### config.mk
export PLATFORM = sky130hd
export DESIGN_NAME = tile_plane_range_decoder_top
export DESIGN_NICKNAME = d
export VERILOG_FILES = /design/src/rtl/tprd_pkg.sv /design/src/rtl/tile_plane_range_decoder_top.sv /design/src/rtl/tprd_div.sv /design/src/rtl/tprd_datapath.sv /design/src/rtl/tprd_ctrl.sv
export VERILOG_INCLUDE_DIRS = /design/src /design/src/rtl
export SDC_FILE = /design/constraint.sdc
export NUM_CORES = 2
export LEC_CHECK = 0
export BUFFER_PORTS_ARGS = -buffer_cell sky130_fd_sc_hd__buf_2
export CORE_MARGIN = 4
export CORE_UTILIZATION = 50
export DETAILED_ROUTE_END_ITERATION = 12
export HOLD_SLACK_MARGIN = 0.1
export PLACE_DENSITY = 0.7
export SETUP_SLACK_MARGIN = 0.2
export SYNTH_ARGS = -nofsm -noshare
export SYNTH_HDL_FRONTEND = slang
export SYNTH_SLANG_ARGS = --single-unit
### constraint.sdc
create_clock -name clk -period 8.5 [get_ports clk]
set_input_delay 0.85 -clock clk [delete_from_list [all_inputs] [get_ports clk]]
set_output_delay 0.85 -clock clk [all_outputs]
set_load 0.02 [all_outputs]
### src/rtl/tile_plane_range_decoder_top_macros.svh
// Assertion macros shared by the tile plane range decoder RTL.
`ifndef TILE_PLANE_RANGE_DECODER_TOP_MACROS_SVH
`define TILE_PLANE_RANGE_DECODER_TOP_MACROS_SVH
// Implication checked on every clock edge outside reset.
`define TPRD_ASSERT_IMP(label, clk, rst_n, ante, cons, msg) \
  label: assert property (@(posedge clk) disable iff (!rst_n) (ante) |-> (cons)) \
    else $error(msg);
// Next-cycle implication checked outside reset.
`define TPRD_ASSERT_NXT(label, clk, rst_n, ante, cons, msg) \
  label: assert property (@(posedge clk) disable iff (!rst_n) (ante) |=> (cons)) \
    else $error(msg);
`endif

### src/rtl/tprd_pkg.sv
// ----------------------------------------------------------------------------
// tprd_pkg
// Shared types and constants for the tile plane range decoder.
// ----------------------------------------------------------------------------
package tprd_pkg;

  localparam int TILE_DEF     = 4;
  localparam int IMG_ROWS_DEF = 256;
  localparam int IMG_COLS_DEF = 1024;

  localparam logic [1:0] ERR_OK    = 2'd0;
  localparam logic [1:0] ERR_RUN   = 2'd1;
  localparam logic [1:0] ERR_UNEXP = 2'd2;

  // Divider widths: 82-bit dividend (|num| << 16), 32-bit divisor (|a|)
  localparam int NUM_W = 66;  // signed numerator width
  localparam int DVD_W = 82;  // |num| << 16
  localparam int DIV_W = 32;  // |a|

  typedef struct packed {
    logic        kind;
    logic        fitted;
    logic [15:0] occupancy;
    logic [7:0]  tile_row;
    logic [9:0]  tile_col;
    logic        skip_tile;
    logic signed [31:0] coef_a;
    logic signed [31:0] coef_b;
    logic signed [31:0] coef_c;
    logic signed [31:0] coef_d;
    logic [10:0] run_length;
    logic [31:0] unfit_value;
  } in_item_t;

  typedef struct packed {
    logic        pixel_valid;
    logic [9:0]  pixel_row;
    logic [11:0] pixel_col;
    logic [31:0] range_value;
    logic        from_fit;
    logic        coeffs_taken;
    logic [1:0]  error_code;
    logic        last;
  } out_item_t;

  // Controller to datapath commands
  typedef struct packed {
    logic       load_hdr;    // capture header, update run state
    logic       raw_pix;     // produce raw pixel or unexpected error
    logic       start_pix;   // start computing pixel at pix_idx
    logic [4:0] pix_idx;
    logic       status;      // produce header status result
  } dp_cmd_t;

  // Datapath to controller status
  typedef struct packed {
    logic [15:0] pix_mask;   // pixels to emit for this header
    logic        busy;       // numerator stage or divider working
    logic        res_valid;  // result register full
  } dp_sts_t;

endpackage

### src/rtl/tile_plane_range_decoder_top.sv
// ----------------------------------------------------------------------------
// tile_plane_range_decoder_top
// Tile plane range decoder: plane-fitted and raw tiles to range pixels.
// ----------------------------------------------------------------------------
// Usage:
//   in_valid/in_ready/in_item carry tile headers (kind 0) and raw pixel values
//   (kind 1); out_valid/out_ready/out_item carry pixel results and one status
//   result per header, the status result having last set.
//   One input transaction is in work at a time; in_ready is high only while
//   the sequencer is idle and the result register is empty or being read.
//   Raw item: its result is in the output register the cycle after acceptance.
//   Fitted header with occupied pixels and a nonzero divisor: each occupied
//   pixel goes through start, numerator add, 82 divider steps, result write
//   and return to scan; unoccupied pixel indices are skipped, and the status
//   result follows once all NPIX pixel indices have been scanned, NPIX being
//   min(TILE*TILE, 16).
//   With a zero divisor each occupied pixel is written as invalid, undivided.
//   Reset (rst_n low, synchronous) clears run state, coefficients and the raw
//   pixel mask. When the receiver stalls, the result register holds and the
//   sequencer neither starts a pixel nor takes an input until it is free.
// ----------------------------------------------------------------------------
module tile_plane_range_decoder_top #(
  parameter int TILE          = tprd_pkg::TILE_DEF,
  parameter int IMG_TILE_ROWS = tprd_pkg::IMG_ROWS_DEF,
  parameter int IMG_TILE_COLS = tprd_pkg::IMG_COLS_DEF
) (
  input  logic                clk,
  input  logic                rst_n,
  input  logic                in_valid,
  output logic                in_ready,
  input  tprd_pkg::in_item_t  in_item,
  output logic                out_valid,
  input  logic                out_ready,
  output tprd_pkg::out_item_t out_item
);
  tprd_pkg::dp_cmd_t cmd;
  tprd_pkg::dp_sts_t sts;
  logic              res_take;

  assign out_valid = sts.res_valid;
  assign res_take  = out_valid && out_ready;

  tprd_ctrl #(.TILE(TILE)) u_ctrl (
    .clk      (clk),
    .rst_n    (rst_n),
    .in_valid (in_valid),
    .in_kind  (in_item.kind),
    .in_ready (in_ready),
    .cmd      (cmd),
    .sts      (sts),
    .res_take (res_take)
  );

  tprd_datapath #(
    .TILE(TILE), .IMG_TILE_ROWS(IMG_TILE_ROWS), .IMG_TILE_COLS(IMG_TILE_COLS)
  ) u_dp (
    .clk      (clk),
    .rst_n    (rst_n),
    .in_item  (in_item),
    .cmd      (cmd),
    .sts      (sts),
    .res      (out_item),
    .res_take (res_take)
  );
endmodule

### src/rtl/tprd_div.sv
// ----------------------------------------------------------------------------
// tprd_div
// Iterative unsigned restoring divider, one quotient bit per cycle.
// ----------------------------------------------------------------------------
module tprd_div (
  input  logic                     clk,
  input  logic                     rst_n,
  input  logic                     start,
  input  logic [tprd_pkg::DVD_W-1:0] dividend,
  input  logic [tprd_pkg::DIV_W-1:0] divisor,
  output logic                     done,
  output logic                     busy,
  output logic [tprd_pkg::DVD_W-1:0] quotient
);
  localparam int CW = $clog2(tprd_pkg::DVD_W + 1);

  logic [CW-1:0]                 cnt_r, cnt_nxt;
  logic                          busy_r, busy_nxt;
  logic                          done_r, done_nxt;
  logic [tprd_pkg::DVD_W-1:0]    q_r, q_nxt;
  logic [tprd_pkg::DIV_W:0]      rem_r, rem_nxt;
  logic [tprd_pkg::DIV_W-1:0]    dsr_r, dsr_nxt;
  logic [tprd_pkg::DIV_W:0]      trial;
  logic [tprd_pkg::DIV_W+1:0]    diff;

  // One shift-subtract step per cycle
  always_comb begin
    cnt_nxt  = cnt_r;
    busy_nxt = busy_r;
    done_nxt = 1'b0;
    q_nxt    = q_r;
    rem_nxt  = rem_r;
    dsr_nxt  = dsr_r;
    trial    = {rem_r[tprd_pkg::DIV_W-1:0], q_r[tprd_pkg::DVD_W-1]};
    diff     = {1'b0, trial} - {2'b00, dsr_r};
    if (start) begin
      busy_nxt = 1'b1;
      cnt_nxt  = CW'(tprd_pkg::DVD_W);
      q_nxt    = dividend;
      rem_nxt  = '0;
      dsr_nxt  = divisor;
    end else if (busy_r) begin
      if (!diff[tprd_pkg::DIV_W+1]) begin
        rem_nxt = diff[tprd_pkg::DIV_W:0];
        q_nxt   = {q_r[tprd_pkg::DVD_W-2:0], 1'b1};
      end else begin
        rem_nxt = trial;
        q_nxt   = {q_r[tprd_pkg::DVD_W-2:0], 1'b0};
      end
      cnt_nxt = cnt_r - CW'(1);
      if (cnt_r == CW'(1)) begin
        busy_nxt = 1'b0;
        done_nxt = 1'b1;
      end
    end
  end

  always_ff @(posedge clk) begin
    if (!rst_n) begin
      busy_r <= 1'b0;
      done_r <= 1'b0;
      cnt_r  <= '0;
    end else begin
      busy_r <= busy_nxt;
      done_r <= done_nxt;
      cnt_r  <= cnt_nxt;
    end
    q_r   <= q_nxt;
    rem_r <= rem_nxt;
    dsr_r <= dsr_nxt;
  end

  assign done     = done_r;
  assign busy     = busy_r;
  assign quotient = q_r;
endmodule

### src/rtl/tprd_datapath.sv
// ----------------------------------------------------------------------------
// tprd_datapath
// Run state, plane coefficients, numerator build, divider and result register.
// ----------------------------------------------------------------------------
`include "tile_plane_range_decoder_top_macros.svh"
module tprd_datapath #(
  parameter int TILE          = tprd_pkg::TILE_DEF,
  parameter int IMG_TILE_ROWS = tprd_pkg::IMG_ROWS_DEF,
  parameter int IMG_TILE_COLS = tprd_pkg::IMG_COLS_DEF
) (
  input  logic                clk,
  input  logic                rst_n,
  input  tprd_pkg::in_item_t  in_item,
  input  tprd_pkg::dp_cmd_t   cmd,
  output tprd_pkg::dp_sts_t   sts,
  output tprd_pkg::out_item_t res,
  input  logic                res_take
);
  localparam int NPIX = (TILE * TILE > 16) ? 16 : TILE * TILE;
  localparam int TW   = $clog2(TILE + 1);

  logic signed [31:0] coef_r [4];
  logic [10:0] run_total_r, run_pos_r;
  logic [15:0] raw_mask_r;
  logic [7:0]  raw_row_r, hdr_row_r;
  logic [9:0]  raw_col_r, hdr_col_r;
  logic [10:0] pos_r;
  logic        taken_r;
  logic [1:0]  err_r;
  logic [15:0] pix_mask_r;

  tprd_pkg::out_item_t res_r, res_nxt;
  logic                res_v_r, res_v_nxt;

  // Row and column of a pixel index inside the tile, by compares and a subtraction
  function automatic logic [7:0] idx_split(input logic [4:0] idx);
    logic [3:0] r;
    logic [3:0] c;
    r = '0;
    for (int k = 1; k < TILE; k++) begin
      if (32'(idx) >= 32'(k * TILE)) r = 4'(k);
    end
    c = 4'(32'(idx) - 32'(r) * TILE);
    return {r, c};
  endfunction

  // Header decode
  logic        in_img;
  logic [15:0] occ;
  logic        in_run;
  always_comb begin
    in_img = (32'(in_item.tile_row) < 32'(IMG_TILE_ROWS)) &&
             (32'(in_item.tile_col) < 32'(IMG_TILE_COLS));
    occ = in_img ? (in_item.occupancy & 16'((17'd1 << NPIX) - 17'd1)) : 16'd0;
    in_run = (in_item.tile_col != 10'd0) && (run_pos_r < run_total_r);
  end

  // Raw pixel index: lowest set bit of the remaining mask
  logic [3:0] raw_idx;
  always_comb begin
    raw_idx = 4'd15;
    for (int k = 15; k >= 0; k--) begin
      if (raw_mask_r[k]) raw_idx = 4'(k);
    end
  end

  // Pixel coordinates inside tile
  logic [TW-1:0] pj, pi;
  logic [7:0]    pix_rc, raw_rc;
  always_comb begin
    pix_rc = idx_split(cmd.pix_idx);
    raw_rc = idx_split({1'b0, raw_idx});
    pj     = TW'(pix_rc[7:4]);
    pi     = TW'(pix_rc[3:0]);
  end

  // Numerator stage: products registered before the sum
  logic signed [tprd_pkg::NUM_W-1:0] pb_r, pc_r;
  logic        num_v_r;
  logic signed [tprd_pkg::NUM_W-1:0] num;
  logic [tprd_pkg::NUM_W-1:0]        num_abs;
  logic [31:0]                       a_abs;
  logic [9:0]  pr_r;
  logic [11:0] pcol_r;
  logic [15:0] kcol;
  always_comb begin
    kcol    = 16'(pos_r * TILE) + 16'(pi);
    num     = 66'(coef_r[3]) + pb_r + pc_r;
    num_abs = num[tprd_pkg::NUM_W-1] ? 66'(-num) : num;
    a_abs   = coef_r[0][31] ? 32'(-coef_r[0]) : coef_r[0];
  end

  logic                          div_done, div_busy;
  logic [tprd_pkg::DVD_W-1:0]    quo;
  logic [tprd_pkg::DVD_W-1:0]    dvd;
  assign dvd = {num_abs[tprd_pkg::DVD_W-17:0], 16'd0};

  tprd_div u_div (
    .clk      (clk),
    .rst_n    (rst_n),
    .start    (num_v_r && (coef_r[0] != 32'sd0)),
    .dividend (dvd),
    .divisor  (a_abs),
    .done     (div_done),
    .busy     (div_busy),
    .quotient (quo)
  );

  // Result register next value
  always_comb begin
    res_v_nxt = res_v_r && !res_take;
    res_nxt   = res_r;
    if (cmd.status) begin
      res_v_nxt              = 1'b1;
      res_nxt                = '0;
      res_nxt.coeffs_taken   = taken_r;
      res_nxt.error_code     = err_r;
      res_nxt.last           = 1'b1;
    end else if (div_done) begin
      res_v_nxt              = 1'b1;
      res_nxt                = '0;
      res_nxt.pixel_valid    = 1'b1;
      res_nxt.pixel_row      = pr_r;
      res_nxt.pixel_col      = pcol_r;
      res_nxt.from_fit       = 1'b1;
      res_nxt.range_value    = (|quo[tprd_pkg::DVD_W-1:32]) ? 32'hFFFF_FFFF : quo[31:0];
    end else if (num_v_r && coef_r[0] == 32'sd0) begin
      // Divisor zero: pixel invalid, no division
      res_v_nxt              = 1'b1;
      res_nxt                = '0;
      res_nxt.pixel_row      = pr_r;
      res_nxt.pixel_col      = pcol_r;
      res_nxt.from_fit       = 1'b1;
    end else if (cmd.raw_pix) begin
      res_v_nxt              = 1'b1;
      res_nxt                = '0;
      res_nxt.last           = 1'b1;
      if (raw_mask_r == 16'd0) begin
        res_nxt.error_code   = tprd_pkg::ERR_UNEXP;
      end else begin
        res_nxt.pixel_valid  = 1'b1;
        res_nxt.pixel_row    = 10'(raw_row_r * TILE + 32'(raw_rc[7:4]));
        res_nxt.pixel_col    = 12'(raw_col_r * TILE + 32'(raw_rc[3:0]));
        res_nxt.range_value  = in_item.unfit_value;
      end
    end
  end

  always_ff @(posedge clk) begin
    if (!rst_n) begin
      for (int k = 0; k < 4; k++) coef_r[k] <= '0;
      run_total_r <= '0;
      run_pos_r   <= '0;
      raw_mask_r  <= '0;
      raw_row_r   <= '0;
      raw_col_r   <= '0;
      res_v_r     <= 1'b0;
      res_r       <= '0;
      num_v_r     <= 1'b0;
      pix_mask_r  <= '0;
    end else begin
      res_v_r <= res_v_nxt;
      res_r   <= res_nxt;
      num_v_r <= cmd.start_pix;
      // Header: run bookkeeping and coefficient latch
      if (cmd.load_hdr) begin
        hdr_row_r  <= in_item.tile_row;
        hdr_col_r  <= in_item.tile_col;
        raw_mask_r <= in_item.fitted ? 16'd0 : occ;
        pix_mask_r <= (in_item.fitted && !in_item.skip_tile) ? occ : 16'd0;
        taken_r    <= in_item.fitted && !in_run;
        err_r      <= (!in_item.fitted && in_run) ? tprd_pkg::ERR_RUN : tprd_pkg::ERR_OK;
        if (!in_item.fitted) begin
          raw_row_r <= in_item.tile_row;
          raw_col_r <= in_item.tile_col;
          if (in_item.tile_col == 10'd0) begin
            for (int k = 0; k < 4; k++) coef_r[k] <= '0;
            run_total_r <= '0;
            run_pos_r   <= '0;
          end
        end else if (in_run) begin
          pos_r     <= run_pos_r;
          run_pos_r <= run_pos_r + 11'd1;
        end else begin
          coef_r[0]   <= in_item.coef_a;
          coef_r[1]   <= in_item.coef_b;
          coef_r[2]   <= in_item.coef_c;
          coef_r[3]   <= in_item.coef_d;
          run_total_r <= in_item.run_length;
          pos_r       <= '0;
          run_pos_r   <= 11'd1;
        end
      end else if (cmd.raw_pix && raw_mask_r != 16'd0) begin
        // Raw item consumes the lowest pending pixel
        raw_mask_r[raw_idx] <= 1'b0;
      end
      // Pixel start: register products
      if (cmd.start_pix) begin
        pb_r    <= 66'(coef_r[1]) * $signed({1'b0, 8'(pj)});
        pc_r    <= 66'(coef_r[2]) * $signed({1'b0, kcol});
        pr_r    <= 10'(hdr_row_r * TILE + 32'(pj));
        pcol_r  <= 12'(hdr_col_r * TILE + 32'(pi));
      end
    end
  end

  assign sts.pix_mask  = pix_mask_r;
  assign sts.busy      = div_busy || num_v_r || div_done;
  assign sts.res_valid = res_v_r;
  assign res           = res_r;

  `TPRD_ASSERT_IMP(a_div_no_cmd, clk, rst_n, div_busy, !cmd.start_pix,
                   "pixel started while divider busy")
  `TPRD_ASSERT_IMP(a_res_free, clk, rst_n, div_done, !res_v_r || res_take,
                   "divider result would overwrite pending result")
  `TPRD_ASSERT_NXT(a_raw_clear, clk, rst_n, cmd.load_hdr && in_item.fitted,
                   raw_mask_r == 16'd0, "raw mask not cleared by fitted header")
endmodule

### src/rtl/tprd_ctrl.sv
// ----------------------------------------------------------------------------
// tprd_ctrl
// Sequencer: accepts items, walks occupied pixels, issues status results.
// ----------------------------------------------------------------------------
`include "tile_plane_range_decoder_top_macros.svh"
module tprd_ctrl #(
  parameter int TILE = tprd_pkg::TILE_DEF
) (
  input  logic               clk,
  input  logic               rst_n,
  input  logic               in_valid,
  input  logic               in_kind,
  output logic               in_ready,
  output tprd_pkg::dp_cmd_t  cmd,
  input  tprd_pkg::dp_sts_t  sts,
  input  logic               res_take
);
  localparam int NPIX = (TILE * TILE > 16) ? 16 : TILE * TILE;

  localparam logic [2:0] S_IDLE = 3'd0;
  localparam logic [2:0] S_SCAN = 3'd1;
  localparam logic [2:0] S_WAIT = 3'd2;
  localparam logic [2:0] S_STAT = 3'd3;

  logic [2:0] state_r, state_nxt;
  logic [4:0] idx_r, idx_nxt;
  logic       res_free;

  assign res_free = !sts.res_valid || res_take;
  assign in_ready = (state_r == S_IDLE) && res_free;

  // Next state and commands
  always_comb begin
    state_nxt = state_r;
    idx_nxt   = idx_r;
    cmd       = '0;
    cmd.pix_idx = idx_r;
    case (state_r)
      S_IDLE: begin
        if (in_valid && in_ready) begin
          if (in_kind) begin
            cmd.raw_pix = 1'b1;
          end else begin
            cmd.load_hdr = 1'b1;
            idx_nxt   = '0;
            state_nxt = S_SCAN;
          end
        end
      end
      S_SCAN: begin
        if (idx_r >= 5'(NPIX)) begin
          state_nxt = S_STAT;
        end else if (!sts.pix_mask[idx_r[3:0]]) begin
          idx_nxt = idx_r + 5'd1;
        end else if (res_free) begin
          cmd.start_pix = 1'b1;
          idx_nxt   = idx_r + 5'd1;
          state_nxt = S_WAIT;
        end
      end
      S_WAIT: begin
        if (!sts.busy) state_nxt = S_SCAN;
      end
      S_STAT: begin
        if (res_free) begin
          cmd.status = 1'b1;
          state_nxt  = S_IDLE;
        end
      end
      default: state_nxt = S_IDLE;
    endcase
  end

  always_ff @(posedge clk) begin
    if (!rst_n) begin
      state_r <= S_IDLE;
      idx_r   <= '0;
    end else begin
      state_r <= state_nxt;
      idx_r   <= idx_nxt;
    end
  end

  `TPRD_ASSERT_IMP(a_one_cmd, clk, rst_n, 1'b1,
                   $countones({cmd.load_hdr, cmd.raw_pix, cmd.start_pix, cmd.status}) <= 1,
                   "more than one command issued")
  `TPRD_ASSERT_NXT(a_hdr_scan, clk, rst_n, cmd.load_hdr, state_r == S_SCAN,
                   "header did not start pixel scan")
endmodule

## Yosys cells after proc, flatten, opt, wreduce, memory -nomap -nowiden

Memories as Yosys holds them, arrays and structs flattened.
Cells that the tools add are included.

| storage, ports and cells | value |
|---|---|
| RAM bits | 128 |
| bits in registers | 483 |
| input bits | 212 |
| memories | 1 |

Memory list:

| memory | depth | bits a word | rd ports | clocked after Yosys merged registers in | write ports | RTL line | text |
|---|---|---|---|---|---|---|---|
| u_dp.coef_r | 4 | 32 | 4 | 0 | 4 | tprd_datapath.sv:22 | `logic signed [31:0] coef_r [4];` |

| operators by class | value |
|---|---|
| $mul | 2 |
| bitwise operators | 13 |
| order comparisons | 11 |
| add/sub/neg operators | 15 |
| eq/ne operators | 13 |
| multiplexer cells | 100 |
| reductions and logical operators | 45 |

Operator list:

| operator | count |
|---|---|
| $mux 32 | 10 |
| $mux 60 | 3 |
| $mux 82 | 2 |
| $add 32x66->66 | 1 |
| $add 66x66->66 | 1 |
| $mux 66 | 1 |
| $neg 66->66 | 1 |
| $mux 16 | 4 |
| $mux 11 | 5 |
| $mux 55 | 1 |
| $reduce_or 50->1 | 1 |
| $mul 32x15->47 | 1 |
| $mux 4 | 9 |
| $mul 32x3->35 | 1 |
| $sub 33x32->34 | 1 |
| $mux 1 | 33 |
| $mux 3 | 11 |
| $logic_not 32->1 | 1 |
| $neg 32->32 | 1 |
| $reduce_bool 32->1 | 1 |
| $mux 31 | 1 |
| $mux 5 | 5 |
| $add 10x2->10 | 2 |
| $mux 2 | 9 |
| 49 further kinds | 93 |

## Longest topological paths before layout

| logic depth | value |
|---|---|
| word-level depth | 26 |
| depth in mapped cells | 34 |
| gate-level depth less buffers | 32 |

## By module

A second synthesis with hierarchy kept.

| second synthesis, totals | value |
|---|---|
| cell total of the unflattened synthesis | 4893 |
| area, all modules | 47785.8 um^2 |

By module, submodules not included:

| module | area each (um^2) | seq. area each (um^2) | times used | cells an instance |
|---|---|---|---|---|
| tprd_datapath | 39007.4 | 10289.9 | 1 | 4121 |
| tprd_div | 8061.5 | 4244.1 | 1 | 690 |
| tprd_ctrl | 710.7 | 140.1 | 1 | 81 |
| tile_plane_range_decoder_top | 6.3 | 0.0 | 1 | 1 |

## Worst setup path before layout

No wires, ideal clock.

| path | value |
|---|---|
| path kind | register to register |
| start | reg u_ctrl.idx_r[2] |
| end | reg u_dp.pc_r[44] in the netlist's numbering, data pin |
| path slack | 366 ps |
| required time | 8242 ps |
| stages on the path, launching flop included | 33 |
| arrival time | 7876 ps |
| setup time | 258 ps |
| cells stage by stage | dfxtp_1 > clkbuf_1 > nor2b_1 > ha_1 > ha_1 > and3_1 > nand4_1 > or2_2 > xnor2_1 > clkbuf_1 > nand2_1 > fa_1 > inv_1 > fa_1 > fa_1 > fa_1 > fa_1 > inv_1 > fa_1 > inv_1 > ha_1 > a21o_1 > a21o_1 > a211o_1 > a31oi_1 > a211oi_1 > nor4_1 > nor2_1 > o21ai_0 > o21bai_1 > a311o_1 > a21oi_1 > xnor2_1 |

| on the way | value |
|---|---|
| cells in the longest elaborated chain, start to end | 7 |
| elaborated cells between the ends (all ways) | 9 |
| those cells by class | add/sub (2); mul (1); order compare (3); mux (3) |

Ends and longest elaborated chain:

| element | RTL line | text |
|---|---|---|
| start, declared | tprd_ctrl.sv:26 | `logic [4:0] idx_r, idx_nxt;` |
| start signal, assigned | tprd_ctrl.sv:80 | `idx_r <= idx_nxt;` |
| $ge 5x3->1 | tprd_datapath.sv:41 | `if (32'(idx) >= 32'(k * TILE)) r = 4'(k);` |
| $mux 1 | tprd_datapath.sv:41 |  |
| $mux 2 (2 in series) | tprd_datapath.sv:41 |  |
| $sub 3x3->3 * | tprd_datapath.sv:43 | `c = 4'(32'(idx) - 32'(r) * TILE);` |
| $add 13x3->14 * | tprd_datapath.sv:87 | `kcol = 16'(pos_r * TILE) + 16'(pi);` |
| $mul 32x15->47 * | tprd_datapath.sv:200 | `pc_r <= 66'(coef_r[2]) * $signed({1'b0, kcol});` |
| end signal, assigned | tprd_datapath.sv:200 |  |
| end, declared | tprd_datapath.sv:78 | `logic signed [tprd_pkg::NUM_W-1:0] pb_r, pc_r;` |

Mark *: on every way between the ends. The rest lies on a longest branch, timed or not.
A chain may end at the register's enable or synchronous reset.

## Final worst setup path

| path | value |
|---|---|
| start | reg u_ctrl.idx_r[4] |
| end | reg u_dp.pc_r[43] in the netlist's numbering, data pin |

| on the way | value |
|---|---|
| cells in the longest elaborated chain, start to end | 7 |
| elaborated cells between the ends (all ways) | 9 |
| those cells by class | add/sub (2); mul (1); order compare (3); mux (3) |

Ends and longest elaborated chain:

| element | RTL line |
|---|---|
| $ge 5x3->1 | tprd_datapath.sv:41 |
| $mux 1 | tprd_datapath.sv:41 |
| $mux 2 | tprd_datapath.sv:41 |
| $mux 2 * | tprd_datapath.sv:41 |
| $sub 3x3->3 * | tprd_datapath.sv:43 |
| $add 13x3->14 * | tprd_datapath.sv:87 |
| $mul 32x15->47 * | tprd_datapath.sv:200 |

Marks and branches as above.

==> metrics.txt <==
status completed; Hold WS just over 400 ps; Die X 312 um; Syn Inst Count around 4800; Hold EP u_dp.hdr_row_r[2]; share of layout cells above drive strength 1 a little over a tenth; Synth async-reset ratio 0%; Slew headroom 21.3%; clock skew between 20 and 30 ps; Seq pwr share 39.3%; Num Clock Sinks between 500 and 600; leak pwr between 20 and 25 nW; clock latency on the worst-skew pair 640 ps; Area contributors post-synth edfxtp_1, fa_1, dfxtp_1; P_sw about 2.5 mW; final setup fails 0; Mapped Nets between 5000 and 6000; clock network fraction of total power 37.0%; hold path depth 1; remaining global-route overflow 0; I/O Buffers about 270; CP required a little under 9000 ps; Fmax around 120 MHz; final antenna-violating net count 0; Worst Min Path Start in_item[184]; Ys Warns 0; Setup TNS 0 ps; count of final hold-check violations 0; syn avg cell area roughly 9.6 um^2; post-synthesis sequential area ratio between 30% and 40%; Max Cap Violations 0; antenna violations before repair 16; r2r endpoint u_dp.pc_r[43]; RSZ-0062 raised after global routing no; hpwl dp about 92000 um; Via density around 5.6; reg2reg path depth 30; Tcrit/Tclk final a little over nine tenths; Post-synth top flop edfxtp_1; Critical path origin u_ctrl.idx_r[4]; PwrDens approximately 160 mW/mm^2; dpl ws between 50 and 60 ps; TritonCTS clock tree done; Core Footprint approximately 0.09 mm^2; leading area contributor after synthesis edfxtp_1; DR WL/cell 19.4 um; fin nets 5912; top-area cell type share of the netlist area a little over a fifth; RR Startpoint u_ctrl.idx_r[4]; setup ws final roughly 470 ps; Pre-antenna DRT Iters 6; die area about 0.1 mm^2; Crit path largest cell delay about 570 ps; vias in the first global route approximately 35000; crit path capture type register; clock tree root driver cell clkbuf_16; Post-synth EDFFs roughly 330; Post-route DRC 0; Placer Congestion between 0.9 and 1; Post-Route WL 120000 um; CP Max Fanout 8; first-pass GRT wire length approximately 190000 um; Clock transition at path regs about 60 ps; row count 111; Tightest Pin Transition between 1000 and 1500 ps; Layout area overhead 11.3%; Logic pwr share between 20% and 30%; largest net degree at the start of global routing 107; switch share 31.2%; Min-Delay Path Class input pin to register; num ports roughly 270; DRT iter0 DRCs about 2500; crit path DAT ~8400 ps; total track usage between 20% and 30%; commonest non-fill, non-tap cell in the layout inv_1; r2r setup slk between 400 and 500 ps; Via Count about 35000; chip height 312 um; commonest cells after routing, fill and taps aside inv_1, nand2_1, fa_1; Critical Path Most Common Cell fa_1; Initial Util 50.5%; Yosys reg bits 559; Post-Syn Area about 0.046 mm^2; final slew viol count 0; crit start category register; post-route minimum period about 8000 ps; Worst Setup Path Type register to register; Max clock buf depth 3; internal power ~5.5 mW; critical path's slowest cell fa_1; Max VDD drop ~120 uV; Distinct cells, synth between 80 and 90; CTS buffer count 66; htree depth 3
-- power by group through the flow --
stage	clock, mW	combinational (mW)	sequential, mW
floorplan	0	1.38	3.17
global placement	0	1.84	3.21
detailed placement	0	1.87	3.21
CTS	3.04	1.89	3.16
global route	3.15	2.12	3.17
finish	2.97	1.90	3.16
-- synth_stat cells, types with 6 or more instances --
cell and number:
nand2_1 502, fa_1 461, o22ai_1 6, nor2_1 205
a211o_1 6, o21bai_1 36, nand3_1 123, xor2_1 84
o21a_1 16, a21oi_1 205, a311oi_1 17, o41ai_1 6
or4_1 8, inv_1 574, nand3b_1 7, o211ai_1 24
a21o_1 104, nand2b_1 25, o31ai_1 21, a22oi_1 7
a31oi_1 79, or3_1 16, and2_1 383, buf_2 8
nor2b_1 55, and3_1 47, or2_2 13, a41oi_1 6
a211oi_1 24, a221oi_1 17, xnor2_1 168, nor4_1 29
clkbuf_1 221, edfxtp_1 329, ha_1 272, a22o_1 55
nor3_1 45, mux2i_1 24, and4_1 7, dfxtp_1 230
o21ai_0 209, nand4_1 34
-- kinds of logic (layout without fill, tap and decap cells) --
group	Yosys count	after routing	share of synthesized area (%)
compound gates	893	893	12.6
xor+xnor	252	252	4.77
fa+ha+maj	733	733	27.3
buf+inv	808	1029	6.58
flops	559	559	31.3
mux	29	29	0.763
other cells	0	10	0
simple gates	1525	1525	16.7
-- state kept, by name (all words and copies together), names as in the netlist, 16 cells and up --
| signal | flops |
|---|---|
| u_dp.u_div.dsr_r | 32 |
| u_dp.u_div.quotient | 82 |
| u_dp.pix_mask_r | 16 |
| u_dp.u_div.rem_r | 32 |
| u_dp.res | 60 |
| u_dp.coef_r | 128 |
| u_dp.pc_r | 47 |
| u_dp.raw_mask_r | 16 |
| u_dp.pb_r | 35 |
-- per-layer routing --
metal | global-route usage, % | vias to the layer above | routed length (um)
met3 | 5.22 | 197 | 8360
met2 | 39.7 | 1044 | 56400
met1 | 32.9 | 17072 | 52200
li1 | - | 16469 | -
met5 | 0 | - | 14
met4 | 7.58 | 2 | 3240
-- worst max-delay path by stage --
stage / to / cells after the start
after floorplan: u_dp.pc_r[44] / 32
after global placement: u_dp.pc_r[64] / 29
after detailed placement: u_dp.pc_r[64] / 31
after CTS: u_dp.pc_r[44] / 32
after global routing: u_dp.pc_r[43] / 29
final: u_dp.pc_r[43] / 30
-- area by class of cell --
type                            instances  area (um^2)
Sequential cell                       559        14500
Fill cell                            8080        40200
Tap cell                             1186         1480
Clock buffer                           88         1880
Timing Repair Buffer                  332         1980
Inverter                              576         2160
Clock inverter                         33          415
Multi-Input combinational cell       3432        29100
Antenna cell                           10         25.0
-- what timing repair did --
| action | in CTS | in global routing |
|---|---|---|
| buffers inserted | 2 | 3 |
| cloned | 2 | 1 |
| pin swaps | 3 | 30 |
| resized for setup | 9 | 38 |
| hold buffers | 0 | 0 |
| setup endpoints to repair | 5 | 14 |
-- worst max-delay path: cells and delay by family, from the launching register on --
family,cells,cell delay (ps)
AOI/OAI and AO/OA,9,1530
xor gates and xnor gates,2,450
adders and majority gates,9,3700
buffers and inverters,4,390
DFF,1,330
and+or+nand+nor,6,1310
-- stage by stage --
| stage | power, mW | instance area (um^2) | utilization [%] | instances |
|---|---|---|---|---|
| floorplan | 4.55 | 46200 | - | 4799 |
| global placement | 5.05 | 48800 | 53.3 | 6077 |
| detailed placement | 5.08 | 48800 | 53.3 | 6077 |
| CTS | 8.08 | 51300 | 55.9 | 6202 |
| global route | 8.45 | 51500 | 56.2 | 6211 |
| finish | 8.03 | 51500 | 56.2 | 6216 |
No activity file was read; power rests on OpenSTA's default activity.
